## src/rtl/ymre_pkg.sv

```systemverilog
// Package for the YMODEM receive engine: protocol bytes, result codes and types.
package ymre_pkg;

    // Block sizes and derived position limits
    localparam int SMALL_BLOCK_BYTES = 128;
    localparam int LARGE_BLOCK_BYTES = 1024;
    localparam int POS_W = 11;
    localparam int JUNK_LIMIT = 3;

    // Protocol bytes
    localparam logic [7:0] BYTE_SOH        = 8'h01;
    localparam logic [7:0] BYTE_STX        = 8'h02;
    localparam logic [7:0] BYTE_EOT        = 8'h04;
    localparam logic [7:0] BYTE_ACK        = 8'h06;
    localparam logic [7:0] BYTE_NAK        = 8'h15;
    localparam logic [7:0] BYTE_CA         = 8'h18;
    localparam logic [7:0] BYTE_C          = 8'h43;
    localparam logic [7:0] KEY_ABORT_UPPER = 8'h41;
    localparam logic [7:0] KEY_ABORT_LOWER = 8'h61;
    localparam logic [7:0] SEQ_INVERT      = 8'hff;
    localparam logic [7:0] MAX_ERR_RESET   = 8'd5;

    // Input event kinds
    localparam logic EVT_BYTE    = 1'b0;
    localparam logic EVT_TIMEOUT = 1'b1;

    // Result kinds
    localparam logic [1:0] KIND_PAYLOAD = 2'd0;
    localparam logic [1:0] KIND_REPLY   = 2'd1;
    localparam logic [1:0] KIND_END     = 2'd2;

    // Session end codes
    localparam logic [1:0] END_DONE       = 2'd0;
    localparam logic [1:0] END_SENDER_ABT = 2'd1;
    localparam logic [1:0] END_USER_ABT   = 2'd2;
    localparam logic [1:0] END_ERRORS     = 2'd3;

    // One result beat, less the last flag
    typedef struct packed {
        logic [1:0] kind;
        logic [7:0] value;
        logic       name_block;
        logic [1:0] end_code;
    } res_t;

    localparam res_t RES_NONE = '{kind: KIND_PAYLOAD, value: 8'h00, name_block: 1'b0,
                                  end_code: END_DONE};

    function automatic res_t reply(input logic [7:0] b);
        res_t r;
        r = '{kind: KIND_REPLY, value: b, name_block: 1'b0, end_code: END_DONE};
        return r;
    endfunction

    function automatic res_t finish(input logic [1:0] code);
        res_t r;
        r = '{kind: KIND_END, value: 8'h00, name_block: 1'b0, end_code: code};
        return r;
    endfunction

endpackage

```

## src/rtl/ymre_if.sv

```systemverilog
// Stream interfaces for the receive events and the result beats.

interface ymre_evt_if;
    logic       valid;
    logic       ready;
    logic       event_kind;
    logic [7:0] rx_byte;

    modport source (output valid, output event_kind, output rx_byte, input ready);
    modport sink   (input valid, input event_kind, input rx_byte, output ready);
endinterface

interface ymre_res_if;
    logic       valid;
    logic       ready;
    logic [1:0] out_kind;
    logic [7:0] out_value;
    logic       name_block;
    logic [1:0] end_code;
    logic       last;

    modport source (output valid, output out_kind, output out_value, output name_block,
                    output end_code, output last, input ready);
    modport sink   (input valid, input out_kind, input out_value, input name_block,
                    input end_code, input last, output ready);
endinterface

```

## src/rtl/ymodem_receive_engine_unit.sv

```systemverilog
// YMODEM receive engine: header hunt, block collection, replies and session end.
//
//  channel | dir | beat contents
//  --------+-----+---------------------------------------------------------
//  evt     | in  | event_kind, rx_byte (one received byte or a timeout)
//  res     | out | out_kind, out_value, name_block, end_code, last
//  cfg     | in  | cfg_we, cfg_wdata -> max_error_count
//
// Each event is decoded in the cycle it is accepted; its zero to three results
// sit in a result group register and leave one beat a cycle while res.ready is high.
// One event a cycle when each yields at most one result and res.ready stays high; an
// event that yields more results holds evt.ready low while the group drains.
// evt.ready is high when the group is empty or its last beat is taken now.
// Reset: max_error_count returns to 5, all session state clears, no results.
module ymodem_receive_engine_unit (
    input  logic       clk,
    input  logic       rst_n,
    input  logic       cfg_we,
    input  logic [7:0] cfg_wdata,
    ymre_evt_if.sink   evt,
    ymre_res_if.source res
);

    typedef enum logic [3:0] {
        PH_HUNT    = 4'b0001,
        PH_BLOCK   = 4'b0010,
        PH_AFTERCA = 4'b0100,
        PH_BADBLK  = 4'b1000
    } phase_t;

    localparam logic [ymre_pkg::POS_W-1:0] SMALL_LAST_DATA =
        ymre_pkg::POS_W'(ymre_pkg::SMALL_BLOCK_BYTES + 1);
    localparam logic [ymre_pkg::POS_W-1:0] LARGE_LAST_DATA =
        ymre_pkg::POS_W'(ymre_pkg::LARGE_BLOCK_BYTES + 1);
    localparam logic [ymre_pkg::POS_W-1:0] SMALL_END =
        ymre_pkg::POS_W'(ymre_pkg::SMALL_BLOCK_BYTES + 3);
    localparam logic [ymre_pkg::POS_W-1:0] LARGE_END =
        ymre_pkg::POS_W'(ymre_pkg::LARGE_BLOCK_BYTES + 3);
    localparam logic [1:0] JUNK_TRIP = 2'(ymre_pkg::JUNK_LIMIT);

    // Session state
    phase_t                     phase_reg, phase_next;
    logic [1:0]                 junk_reg, junk_next;
    logic [ymre_pkg::POS_W-1:0] pos_reg, pos_next;
    logic                       large_reg, large_next;
    logic [7:0]                 seq_reg, seq_next;
    logic [7:0]                 expect_reg, expect_next;
    logic                       taken_reg, taken_next;
    logic                       accepted_reg, accepted_next;
    logic                       empty_reg, empty_next;
    logic [7:0]                 errcnt_reg, errcnt_next;
    logic                       started_reg, started_next;
    logic [7:0]                 max_err_reg;

    // Result group
    ymre_pkg::res_t             grp_reg [3];
    ymre_pkg::res_t             grp_next [3];
    logic [1:0]                 cnt_reg, cnt_next;
    logic [1:0]                 idx_reg;
    logic [1:0]                 n_res;

    logic                       evt_acc, res_acc, res_last;
    logic [8:0]                 err_sum;
    logic                       err_over;
    logic                       do_err, do_clear;
    logic [ymre_pkg::POS_W-1:0] last_data, end_pos;
    ymre_pkg::res_t             res_cur;

    assign res_last = (idx_reg == (cnt_reg - 2'd1));
    assign res_acc  = res.valid && res.ready;
    assign evt.ready = (cnt_reg == 2'd0) || (res_acc && res_last);
    assign evt_acc  = evt.valid && evt.ready;

    // Error count after one more error (counted only once started), and the limit check
    assign err_sum  = {1'b0, errcnt_reg} + {8'd0, started_reg};
    assign err_over = err_sum > {1'b0, max_err_reg};

    assign last_data = large_reg ? LARGE_LAST_DATA : SMALL_LAST_DATA;
    assign end_pos   = large_reg ? LARGE_END : SMALL_END;

    // Event decode: next state and result group
    always_comb
    begin
        phase_next    = phase_reg;
        junk_next     = junk_reg;
        pos_next      = pos_reg;
        large_next    = large_reg;
        seq_next      = seq_reg;
        expect_next   = expect_reg;
        taken_next    = taken_reg;
        accepted_next = accepted_reg;
        empty_next    = empty_reg;
        errcnt_next   = errcnt_reg;
        started_next  = started_reg;
        grp_next[0]   = ymre_pkg::RES_NONE;
        grp_next[1]   = ymre_pkg::RES_NONE;
        grp_next[2]   = ymre_pkg::RES_NONE;
        n_res         = 2'd0;
        do_err        = 1'b0;
        do_clear      = 1'b0;

        if (evt.event_kind == ymre_pkg::EVT_TIMEOUT)
        begin
            do_err = 1'b1;
        end
        else
        begin
            unique case (phase_reg) inside
                PH_HUNT:
                begin
                    if (evt.rx_byte == ymre_pkg::BYTE_SOH || evt.rx_byte == ymre_pkg::BYTE_STX)
                    begin
                        large_next = (evt.rx_byte == ymre_pkg::BYTE_STX);
                        phase_next = PH_BLOCK;
                        pos_next   = '0;
                        junk_next  = 2'd0;
                    end
                    else if (evt.rx_byte == ymre_pkg::BYTE_EOT)
                    begin
                        junk_next   = 2'd0;
                        errcnt_next = 8'd0;
                        expect_next = 8'd0;
                        taken_next  = 1'b0;
                        grp_next[0] = ymre_pkg::reply(ymre_pkg::BYTE_ACK);
                        n_res       = 2'd1;
                    end
                    else if (evt.rx_byte == ymre_pkg::BYTE_CA)
                    begin
                        phase_next = PH_AFTERCA;
                        junk_next  = 2'd0;
                    end
                    else if (evt.rx_byte == ymre_pkg::KEY_ABORT_UPPER ||
                             evt.rx_byte == ymre_pkg::KEY_ABORT_LOWER)
                    begin
                        grp_next[0] = ymre_pkg::reply(ymre_pkg::BYTE_CA);
                        grp_next[1] = ymre_pkg::reply(ymre_pkg::BYTE_CA);
                        grp_next[2] = ymre_pkg::finish(ymre_pkg::END_USER_ABT);
                        n_res       = 2'd3;
                        do_clear    = 1'b1;
                    end
                    else
                    begin
                        junk_next = junk_reg + 2'd1;
                        if (junk_next == JUNK_TRIP)
                        begin
                            do_err = 1'b1;
                        end
                    end
                end
                PH_AFTERCA:
                begin
                    if (evt.rx_byte == ymre_pkg::BYTE_CA)
                    begin
                        grp_next[0] = ymre_pkg::reply(ymre_pkg::BYTE_ACK);
                        grp_next[1] = ymre_pkg::finish(ymre_pkg::END_SENDER_ABT);
                        n_res       = 2'd2;
                        do_clear    = 1'b1;
                    end
                    else
                    begin
                        do_err = 1'b1;
                    end
                end
                PH_BLOCK, PH_BADBLK:
                begin
                    // Sequence byte, complement, payload, then two CRC bytes
                    if (pos_reg == '0)
                    begin
                        seq_next = evt.rx_byte;
                    end
                    else if (pos_reg == ymre_pkg::POS_W'(1))
                    begin
                        if ((evt.rx_byte ^ ymre_pkg::SEQ_INVERT) != seq_reg)
                        begin
                            phase_next    = PH_BADBLK;
                            accepted_next = 1'b0;
                        end
                        else
                        begin
                            accepted_next = (seq_reg == expect_reg);
                        end
                    end
                    else if (pos_reg <= last_data)
                    begin
                        if (pos_reg == ymre_pkg::POS_W'(2))
                        begin
                            empty_next = (evt.rx_byte == 8'd0);
                        end
                        if (accepted_reg)
                        begin
                            grp_next[0] = '{kind: ymre_pkg::KIND_PAYLOAD, value: evt.rx_byte,
                                            name_block: !taken_reg,
                                            end_code: ymre_pkg::END_DONE};
                            n_res       = 2'd1;
                        end
                    end

                    if (pos_reg >= end_pos)
                    begin
                        // Block complete
                        phase_next = PH_HUNT;
                        junk_next  = 2'd0;
                        pos_next   = '0;
                        if (phase_reg == PH_BADBLK)
                        begin
                            do_err = 1'b1;
                        end
                        else
                        begin
                            errcnt_next = 8'd0;
                            if (seq_reg != expect_reg)
                            begin
                                grp_next[0] = ymre_pkg::reply(ymre_pkg::BYTE_NAK);
                                n_res       = 2'd1;
                            end
                            else if (!taken_reg && empty_reg)
                            begin
                                grp_next[0] = ymre_pkg::reply(ymre_pkg::BYTE_ACK);
                                grp_next[1] = ymre_pkg::finish(ymre_pkg::END_DONE);
                                n_res       = 2'd2;
                                do_clear    = 1'b1;
                            end
                            else
                            begin
                                grp_next[0] = ymre_pkg::reply(ymre_pkg::BYTE_ACK);
                                grp_next[1] = ymre_pkg::reply(ymre_pkg::BYTE_C);
                                n_res       = taken_reg ? 2'd1 : 2'd2;
                                expect_next = expect_reg + 8'd1;
                                taken_next  = 1'b1;
                                started_next = 1'b1;
                            end
                        end
                    end
                    else
                    begin
                        pos_next = pos_reg + ymre_pkg::POS_W'(1);
                    end
                end
                default:
                begin
                    phase_next = PH_HUNT;
                end
            endcase
        end

        // Error event: retry with 'C' or cancel once over the limit
        if (do_err)
        begin
            phase_next = PH_HUNT;
            junk_next  = 2'd0;
            pos_next   = '0;
            if (err_over)
            begin
                grp_next[0] = ymre_pkg::reply(ymre_pkg::BYTE_CA);
                grp_next[1] = ymre_pkg::reply(ymre_pkg::BYTE_CA);
                grp_next[2] = ymre_pkg::finish(ymre_pkg::END_ERRORS);
                n_res       = 2'd3;
                do_clear    = 1'b1;
            end
            else
            begin
                errcnt_next = err_sum[7:0];
                grp_next[0] = ymre_pkg::reply(ymre_pkg::BYTE_C);
                n_res       = 2'd1;
            end
        end

        // Session end returns all session state to its reset value
        if (do_clear)
        begin
            phase_next    = PH_HUNT;
            junk_next     = 2'd0;
            pos_next      = '0;
            large_next    = 1'b0;
            seq_next      = 8'd0;
            expect_next   = 8'd0;
            taken_next    = 1'b0;
            accepted_next = 1'b0;
            empty_next    = 1'b0;
            errcnt_next   = 8'd0;
            started_next  = 1'b0;
        end
    end

    // Session state registers, updated on each accepted event
    always_ff @(posedge clk or negedge rst_n)
    begin
        if (!rst_n)
        begin
            phase_reg    <= PH_HUNT;
            junk_reg     <= 2'd0;
            pos_reg      <= '0;
            large_reg    <= 1'b0;
            seq_reg      <= 8'd0;
            expect_reg   <= 8'd0;
            taken_reg    <= 1'b0;
            accepted_reg <= 1'b0;
            empty_reg    <= 1'b0;
            errcnt_reg   <= 8'd0;
            started_reg  <= 1'b0;
        end
        else if (evt_acc)
        begin
            phase_reg    <= phase_next;
            junk_reg     <= junk_next;
            pos_reg      <= pos_next;
            large_reg    <= large_next;
            seq_reg      <= seq_next;
            expect_reg   <= expect_next;
            taken_reg    <= taken_next;
            accepted_reg <= accepted_next;
            empty_reg    <= empty_next;
            errcnt_reg   <= errcnt_next;
            started_reg  <= started_next;
        end
    end

    // Configuration register
    always_ff @(posedge clk or negedge rst_n)
    begin
        if (!rst_n)
        begin
            max_err_reg <= ymre_pkg::MAX_ERR_RESET;
        end
        else if (cfg_we)
        begin
            max_err_reg <= cfg_wdata;
        end
    end

    // Result group count and read index
    always_comb
    begin
        cnt_next = cnt_reg;
        if (evt_acc)
        begin
            cnt_next = n_res;
        end
        else if (res_acc && res_last)
        begin
            cnt_next = 2'd0;
        end
    end

    always_ff @(posedge clk or negedge rst_n)
    begin
        if (!rst_n)
        begin
            cnt_reg <= 2'd0;
            idx_reg <= 2'd0;
        end
        else
        begin
            cnt_reg <= cnt_next;
            if (evt_acc || (res_acc && res_last))
            begin
                idx_reg <= 2'd0;
            end
            else if (res_acc)
            begin
                idx_reg <= idx_reg + 2'd1;
            end
        end
    end

    // Result payload, loaded with the group
    always_ff @(posedge clk)
    begin
        if (evt_acc)
        begin
            grp_reg[0] <= grp_next[0];
            grp_reg[1] <= grp_next[1];
            grp_reg[2] <= grp_next[2];
        end
    end

    // Output beat selection
    always_comb
    begin
        case (idx_reg)
            2'd0:    res_cur = grp_reg[0];
            2'd1:    res_cur = grp_reg[1];
            default: res_cur = grp_reg[2];
        endcase
    end

    assign res.valid      = (cnt_reg != 2'd0);
    assign res.out_kind   = res_cur.kind;
    assign res.out_value  = res_cur.value;
    assign res.name_block = res_cur.name_block;
    assign res.end_code   = res_cur.end_code;
    assign res.last       = res_last;

    // Read index stays inside the group
    a_idx_in_group: assert property (@(posedge clk) disable iff (!rst_n)
        (cnt_reg != 2'd0) |-> (idx_reg < cnt_reg))
        else $error("result index beyond group");

    // A session end is always the final beat of its event
    a_end_is_last: assert property (@(posedge clk) disable iff (!rst_n)
        (res.valid && res.out_kind == ymre_pkg::KIND_END) |-> res.last)
        else $error("session end not marked last");

    // No new event while earlier beats of a group are pending
    a_ready_drained: assert property (@(posedge clk) disable iff (!rst_n)
        evt.ready |-> !(res.valid && !res.ready) && !(res.valid && !res.last))
        else $error("event taken before group drained");

    // A stalled group keeps its place
    a_stall_hold: assert property (@(posedge clk) disable iff (!rst_n)
        (res.valid && !res.ready) |=> (res.valid && $stable(idx_reg) && $stable(cnt_reg)))
        else $error("result group moved under stall");

    // Session end leaves the engine hunting with a clear error count
    a_end_clears: assert property (@(posedge clk) disable iff (!rst_n)
        (evt_acc && do_clear) |=> (phase_reg == PH_HUNT && errcnt_reg == 8'd0 && !started_reg))
        else $error("state not cleared after session end");

endmodule

```

## src/flat_wrapper.sv

```systemverilog
// flat-port wrapper written by rule: the top's interface ports become plain ports
module ymodem_receive_engine_unit_flat 
  (clk, rst_n, cfg_we, cfg_wdata, evt_valid, evt_event_kind, evt_rx_byte, evt_ready, res_valid, res_out_kind, res_out_value, res_name_block, res_end_code, res_last, res_ready);
  ymre_evt_if evt_i ();
  ymre_res_if res_i ();
  input  logic clk;
  input  logic rst_n;
  input  logic cfg_we;
  input  logic [7:0] cfg_wdata;
  input wire logic [$bits(evt_i.valid)-1:0] evt_valid;
  input wire logic [$bits(evt_i.event_kind)-1:0] evt_event_kind;
  input wire logic [$bits(evt_i.rx_byte)-1:0] evt_rx_byte;
  output wire logic [$bits(evt_i.ready)-1:0] evt_ready;
  output wire logic [$bits(res_i.valid)-1:0] res_valid;
  output wire logic [$bits(res_i.out_kind)-1:0] res_out_kind;
  output wire logic [$bits(res_i.out_value)-1:0] res_out_value;
  output wire logic [$bits(res_i.name_block)-1:0] res_name_block;
  output wire logic [$bits(res_i.end_code)-1:0] res_end_code;
  output wire logic [$bits(res_i.last)-1:0] res_last;
  input wire logic [$bits(res_i.ready)-1:0] res_ready;
  assign evt_i.valid = evt_valid;
  assign evt_i.event_kind = evt_event_kind;
  assign evt_i.rx_byte = evt_rx_byte;
  assign evt_ready = evt_i.ready;
  assign res_valid = res_i.valid;
  assign res_out_kind = res_i.out_kind;
  assign res_out_value = res_i.out_value;
  assign res_name_block = res_i.name_block;
  assign res_end_code = res_i.end_code;
  assign res_last = res_i.last;
  assign res_i.ready = res_ready;
  ymodem_receive_engine_unit u_core (.clk(clk), .rst_n(rst_n), .cfg_we(cfg_we), .cfg_wdata(cfg_wdata), .evt(evt_i), .res(res_i));
endmodule
```

## config.mk

```make
export PLATFORM = sky130hd
export DESIGN_NAME = ymodem_receive_engine_unit_flat
export DESIGN_NICKNAME = d
export VERILOG_FILES = /design/src/rtl/ymre_pkg.sv /design/src/rtl/ymre_if.sv /design/src/rtl/ymodem_receive_engine_unit.sv /design/src/flat_wrapper.sv
export SDC_FILE = /design/constraint.sdc
export NUM_CORES = 1
export LEC_CHECK = 0
export BUFFER_PORTS_ARGS = -buffer_cell sky130_fd_sc_hd__buf_2
export CORE_MARGIN = 2
export CORE_UTILIZATION = 28
export DETAILED_ROUTE_END_ITERATION = 8
export PLACE_DENSITY = 0.49
export SLEW_MARGIN = 20
export SYNTH_ARGS = -nofsm -noshare
export SYNTH_HDL_FRONTEND = slang
export SYNTH_SLANG_ARGS = --single-unit
```

## constraint.sdc

```tcl
create_clock -name clk -period 5.6 [get_ports clk]
set_clock_uncertainty 0.2 [all_clocks]
set_input_delay 0.28 -clock clk [delete_from_list [all_inputs] [get_ports clk]]
set_output_delay 0.28 -clock clk [all_outputs]
set_load 0.005 [all_outputs]
```

# Word-level counts from Yosys, hierarchy flattened
# Memories as Yosys holds them, arrays and structs flattened.
# Cells that the tools add are included.
# totals
regBits	58
mem_bits_rw	39
in_bits	22
out_inout_bits	16
wordCells	249
n_memories	1
# mem_list
memory	depth	word_bits	read_ports	rd_ports_with_merged_regs	wr	line_no	text
u_core.grp_reg	3	13	3	0	3	ymodem_receive_engine_unit.sv:56	ymre_pkg::res_t grp_reg [3];
# op_classes
addsub	6
order_cmp	3
eq_ne	40
muxes	148
bitwise_logic	1
n_reduce_logical	36
# ops
operator	count
two-way mux 8 bit	21
two-way mux 39 bit	4
two-way mux 26 bit	4
two-way mux 13 bit	7
two-way mux 11 bit	8
one-hot mux 26 bit (3 select lines)	1
two-way mux 2 bit	28
two-way mux 1 bit	52
two-way mux 4 bit	10
two-way mux 38 bit	1
one-hot mux 8 bit (2 select lines)	2
one-hot mux 13 bit (2 select lines)	1
two-way mux 25 bit	1
one-hot mux 11 bit (2 select lines)	1
nonzero test 2 bit	11
equality test 8 x 7 -> 1 bit, second input constant	2
inequality test 8 bit	2
inequality test 3 x 2 -> 1 bit, second input constant	5
inequality test 5 x 3 -> 1 bit, second input constant	3
AND reduction 7 bit	2
inequality test 2 x 1 -> 1 bit, second input constant	6
one-hot mux 4 bit (3 select lines)	1
AND reduction 4 bit	3
adder 11 x 1 -> 11 bit, second input constant	1
44 further kinds	57

# Logic depth before layout (Yosys ltp)
# depth
ltp_word	12
mapped_depth	14
depth_no_buf	13

# Least setup slack after synthesis
# Ideal clock, no wire load.
# synth_timing
path_type	register -> register
start	register u_core.started_reg
end	register u_core.accepted_reg
setup_time_ps	126
arrival_time_ps	2938
t_required_ps	5274
slack_ps	2336
path_stages_with_launch	14
n_path_buf	1
synth_period_minus_slack_ps	3264
cell_sequence	dfrtp_1 > ha_1 > ha_1 > nand3_1 > or3_1 > nand2_1 > ha_1 > o21a_1 > o21ai_0 > a31oi_1 > o21ai_0 > clkbuf_1 > nor4_1 > a221o_1
# synth_via
elab_chain_cells	6
word_cells_on_any_way	10
cone_classes	add/sub (1); order compare (1); eq/ne (2); mux (3); reduce/logical (3)
# synth_rtl
element	line_no	text
from (decl)	ymodem_receive_engine_unit.sv:52	logic started_reg, started_next;
from (signal assigned)	ymodem_receive_engine_unit.sv:314	started_reg <= started_next;
adder 8 x 1 -> 9 bit (*)	ymodem_receive_engine_unit.sv:75	assign err_sum = {1'b0, errcnt_reg} + {8'd0, started_reg};
greater-than comparator 9 x 8 -> 1 bit (*)	ymodem_receive_engine_unit.sv:76	assign err_over = err_sum > {1'b0, max_err_reg};
two-way mux 1 bit (*)	ymodem_receive_engine_unit.sv:252	if (err_over)
two-way mux 1 bit (*)	ymodem_receive_engine_unit.sv:247	if (do_err)
inequality test 2 x 1 -> 1 bit (no source line) or nonzero test 2 bit (tied branches)	n/a	
AND reduction 5 bit (no source line)	n/a	
to (signal assigned)	ymodem_receive_engine_unit.sv:311	accepted_reg <= accepted_next;
to (decl)	ymodem_receive_engine_unit.sv:49	logic accepted_reg, accepted_next;
# Every way passes the cells marked *; elsewhere a longest branch is shown, timed or not.
# A chain may end at the register's enable or synchronous reset.

# Worst setup path after layout
# layout_timing
start	register u_core.errcnt_reg[0]
end	register u_core.seq_reg[2]
# layout_via
elab_chain_cells	6
word_cells_on_any_way	9
cone_classes	add/sub (1); order compare (1); eq/ne (1); mux (3); reduce/logical (3)
# layout_rtl
element	line_no	text
from (decl)	ymodem_receive_engine_unit.sv:51	logic [7:0] errcnt_reg, errcnt_next;
from (signal assigned)	ymodem_receive_engine_unit.sv:313	errcnt_reg <= errcnt_next;
adder 8 x 1 -> 9 bit (*)	ymodem_receive_engine_unit.sv:75	
greater-than comparator 9 x 8 -> 1 bit (*)	ymodem_receive_engine_unit.sv:76	
two-way mux 1 bit (*)	ymodem_receive_engine_unit.sv:252	
two-way mux 1 bit (*)	ymodem_receive_engine_unit.sv:247	
inequality test 2 x 1 -> 1 bit (no source line) or nonzero test 2 bit (tied branches)	n/a	
AND reduction 4 bit (no source line)	n/a	
to (signal assigned)	ymodem_receive_engine_unit.sv:308	seq_reg <= seq_next;
to (decl)	ymodem_receive_engine_unit.sv:46	logic [7:0] seq_reg, seq_next;
# Marks and branches as above.

==> impl_metrics.yaml <==
final_layout:
  finalNonFillerCells: 782
  seqCellArea_um2: 1970
  multi_input_area_um2: 2630
  largest_register_ffs: 17
  final_common_cell: "dfrtp_1"
  nNetsFinal: 600
  final.fill_count: 1709
  area_growth_pct: 16.5
  layout_common_cells: "55 x dfrtp_1, 54 x nand2_1, 47 x o21ai_0"
  diodes: 0
  drive_above_1_share_pct: 14.4
power:
  p_per_area_nw_per_um2: 370
  p_leak_nw: 2.45
  vdd_ir_drop_max_uv: 180
global_routing:
  grt_max_degree: 59
  antenna_found_initial: 0
  track_usage_pct: 14.3
  grt_pass1_vias: 3956
  grt_overflow: 0
  grt_pass1_wl_mm: 20.7
sta:
  worstMarginPinSlew_ns: 1.05
  period_share_pct: 67.7
  setup_violations: 0
  period_minus_slack_ns: 3.79
  setup_tns_ns: 0
  slew_headroom_pct: 30.2
  hold_violations: 0
  timing.final.ws_setup_ns: 1.81
  fmax_mhz: 264
  slew_viol_final: 0
  rsz0062_at_grt: "false"
routing:
  postRouteAntennaNets: 0
  via_per_inst: 5.19
  routed_wl_mm: 12.6
  met1_length_mm: 6.27
  wl_met2_mm: 5.60
  drtPass1Iterations: 5
  wl_per_cell_um: 16.1
  dr_wl_met3_um: 437
  remaining_drc_errors: 0
  vias: 4061
  drt_iter0_drc: 291
  highest_layer: "met4"
die:
  die_h_um: 135
  fp-row-count: 47
  die_w_um: 135
  io_pins: 38
  coreArea_um2: 16600
  die_area_um2: 18200
  start_util_pct: 28.8
synthesis:
  synth_edf_count: 17
  syn-cell-area_um2: 4800
  ys_types: 67
  synthFlopType: "dfrtp_1"
  postSynthCellCount: 521
  ys.warnings.count: 0
  synth_fp_nets: 564
  synth-seq-cells: 75
  yosysSeqAreaShare_pct: 41.0
  syn_avg_cell_area_um2: 9.21
  synthArstFlopShare_pct: 77.3
critical_path:
  crit_required_ns: 5.68
  critPathLaunchType: "flip-flop"
  cp_slowest_stage_delay_ns: 0.48
  cp_common_cell: "ha_1"
  critical_path_arrival_ns: 3.88
  path_cells: "ha_1 > ha_1 > nand3_1 > or3_1 > nand2_1 > ha_1 > o21a_1 > o21ai_0 > a31oi_1 > o31a_1 > a21o_1 > nor3_2 > a22o_1"
  crit_fanout: 8
  critPathSlowestCell: "nor3_2"
  crit_path_end_kind: "flip-flop"
  path_class: "flip-flop to flip-flop"
placed_design:
  hpwl_mm: 9.13
  place_worst_setup_slack_ns: 1.91
  dp_cells: 757
  place_congestion: 0.882
  io_buffer_count: 37
clocking:
  cts_root_buf: "clkbuf_16"
  clk_latency_ns: 0.35
  cts_max_level: 3
  post_cts_resized: 0
  clockBufferDepth: 2
  cts.sinks: 75
  cts_buffers: 9
  cts_tree: "built"
  clk_pin_slew_ns: 0.06
run_status:
  outcome: "complete, no violations"
min_path:
  hp-class: "input port to flip-flop"
job:
  cap_viol_max_count: 0
==> final cells by class <==
class	instances	area share [%]
clock inverter	4	1.30
timing repair buffer	49	5.33
tap	220	4.93
sequential	75	35.2
multi-input combinational	399	47.1
inverter	23	1.55
clock buffer	12	4.66
==> kinds of logic (layout without fill, tap and decap cells) <==
group / Yosys count / after routing / synth area share, %
xor+xnor: 25 / 25 / 4.57
compound gates: 147 / 147 / 21.4
fa+ha+maj: 21 / 21 / 5.48
flops: 75 / 75 / 41.0
simple gates: 202 / 202 / 22.5
buf+inv: 47 / 88 / 4.17
mux: 4 / 4 / 0.939
==> routing by layer <==
layer | vias up | global-route usage [%]
met4 | 0 | 6.02
met5 | - | 0
met2 | 98 | 22.0
met1 | 1950 | 20.0
li1 | 1996 | -
met3 | 17 | 2.40
==> critical path: cells and delay by family (launching register included) <==
family	cells	cell delay, ns
and+or+nand+nor	4	1.21
adders and majority gates	3	0.68
DFF	1	0.36
AOI/OAI and AO/OA	6	1.27
==> synthesized netlist by cell type, types with 11 or more instances <==
cell type / instances / area share (%)
o21ai_0: 47 / 4.9
xnor2_1: 12 / 2.2
a22o_1: 18 / 3.3
and3_1: 15 / 2.0
nand2_1: 54 / 4.2
xor2_1: 13 / 2.4
clkbuf_1: 15 / 1.2
edfxtp_1: 17 / 11
and2_1: 11 / 1.4
nor2_1: 35 / 2.7
ha_1: 21 / 5.5
a21oi_1: 23 / 2.4
inv_1: 23 / 1.8
dfrtp_1: 55 / 29
nor3_1: 14 / 1.5
==> path summary, 6_finish.rpt <==
kind	from	end	slack, ns	cells after the start
max	u_core.errcnt_reg[0]	u_core.seq_reg[2]	1.81	13
min	evt_rx_byte[7]	u_core.seq_reg[7]	0.06	2
max reg2reg	u_core.errcnt_reg[0]	u_core.seq_reg[2]	1.81	13
min reg2reg	u_core.junk_reg[0]	u_core.junk_reg[0]	0.30	1
max in group asynchronous	rst_n	u_core.expect_reg[3]	4.26	3
min in group asynchronous	rst_n	u_core.idx_reg[1]	0.39	3
==> power breakdown <==
part | internal, mW | switching, mW
clock | 0.418 | 0.227
combinational | 0.260 | 0.426
sequential | 0.674 | 0.0648
==> stage by stage <==
step | instance area [µm²] | power (mW) | util, % | hold WS (ns)
after floorplan | 4800 | 1.20 | - | -0.216
after global placement | 5160 | 1.42 | 31.0 | 0.271
after detailed placement | 5160 | 1.43 | 31.0 | 0.292
after CTS | 5590 | 2.09 | 33.6 | 0.0568
after global routing | 5590 | 2.19 | 33.6 | 0.0926
final | 5590 | 2.07 | 33.6 | 0.0629
==> repair_timing <==
action / 4_1_cts / 5_1_grt
hold buffers: 9 / 0
setup buffers: 0 / 0
endpoints found under the hold margin: 63 / 0
setup endpoints to repair: 0 / 0
(Power assumes the default switching activity.)
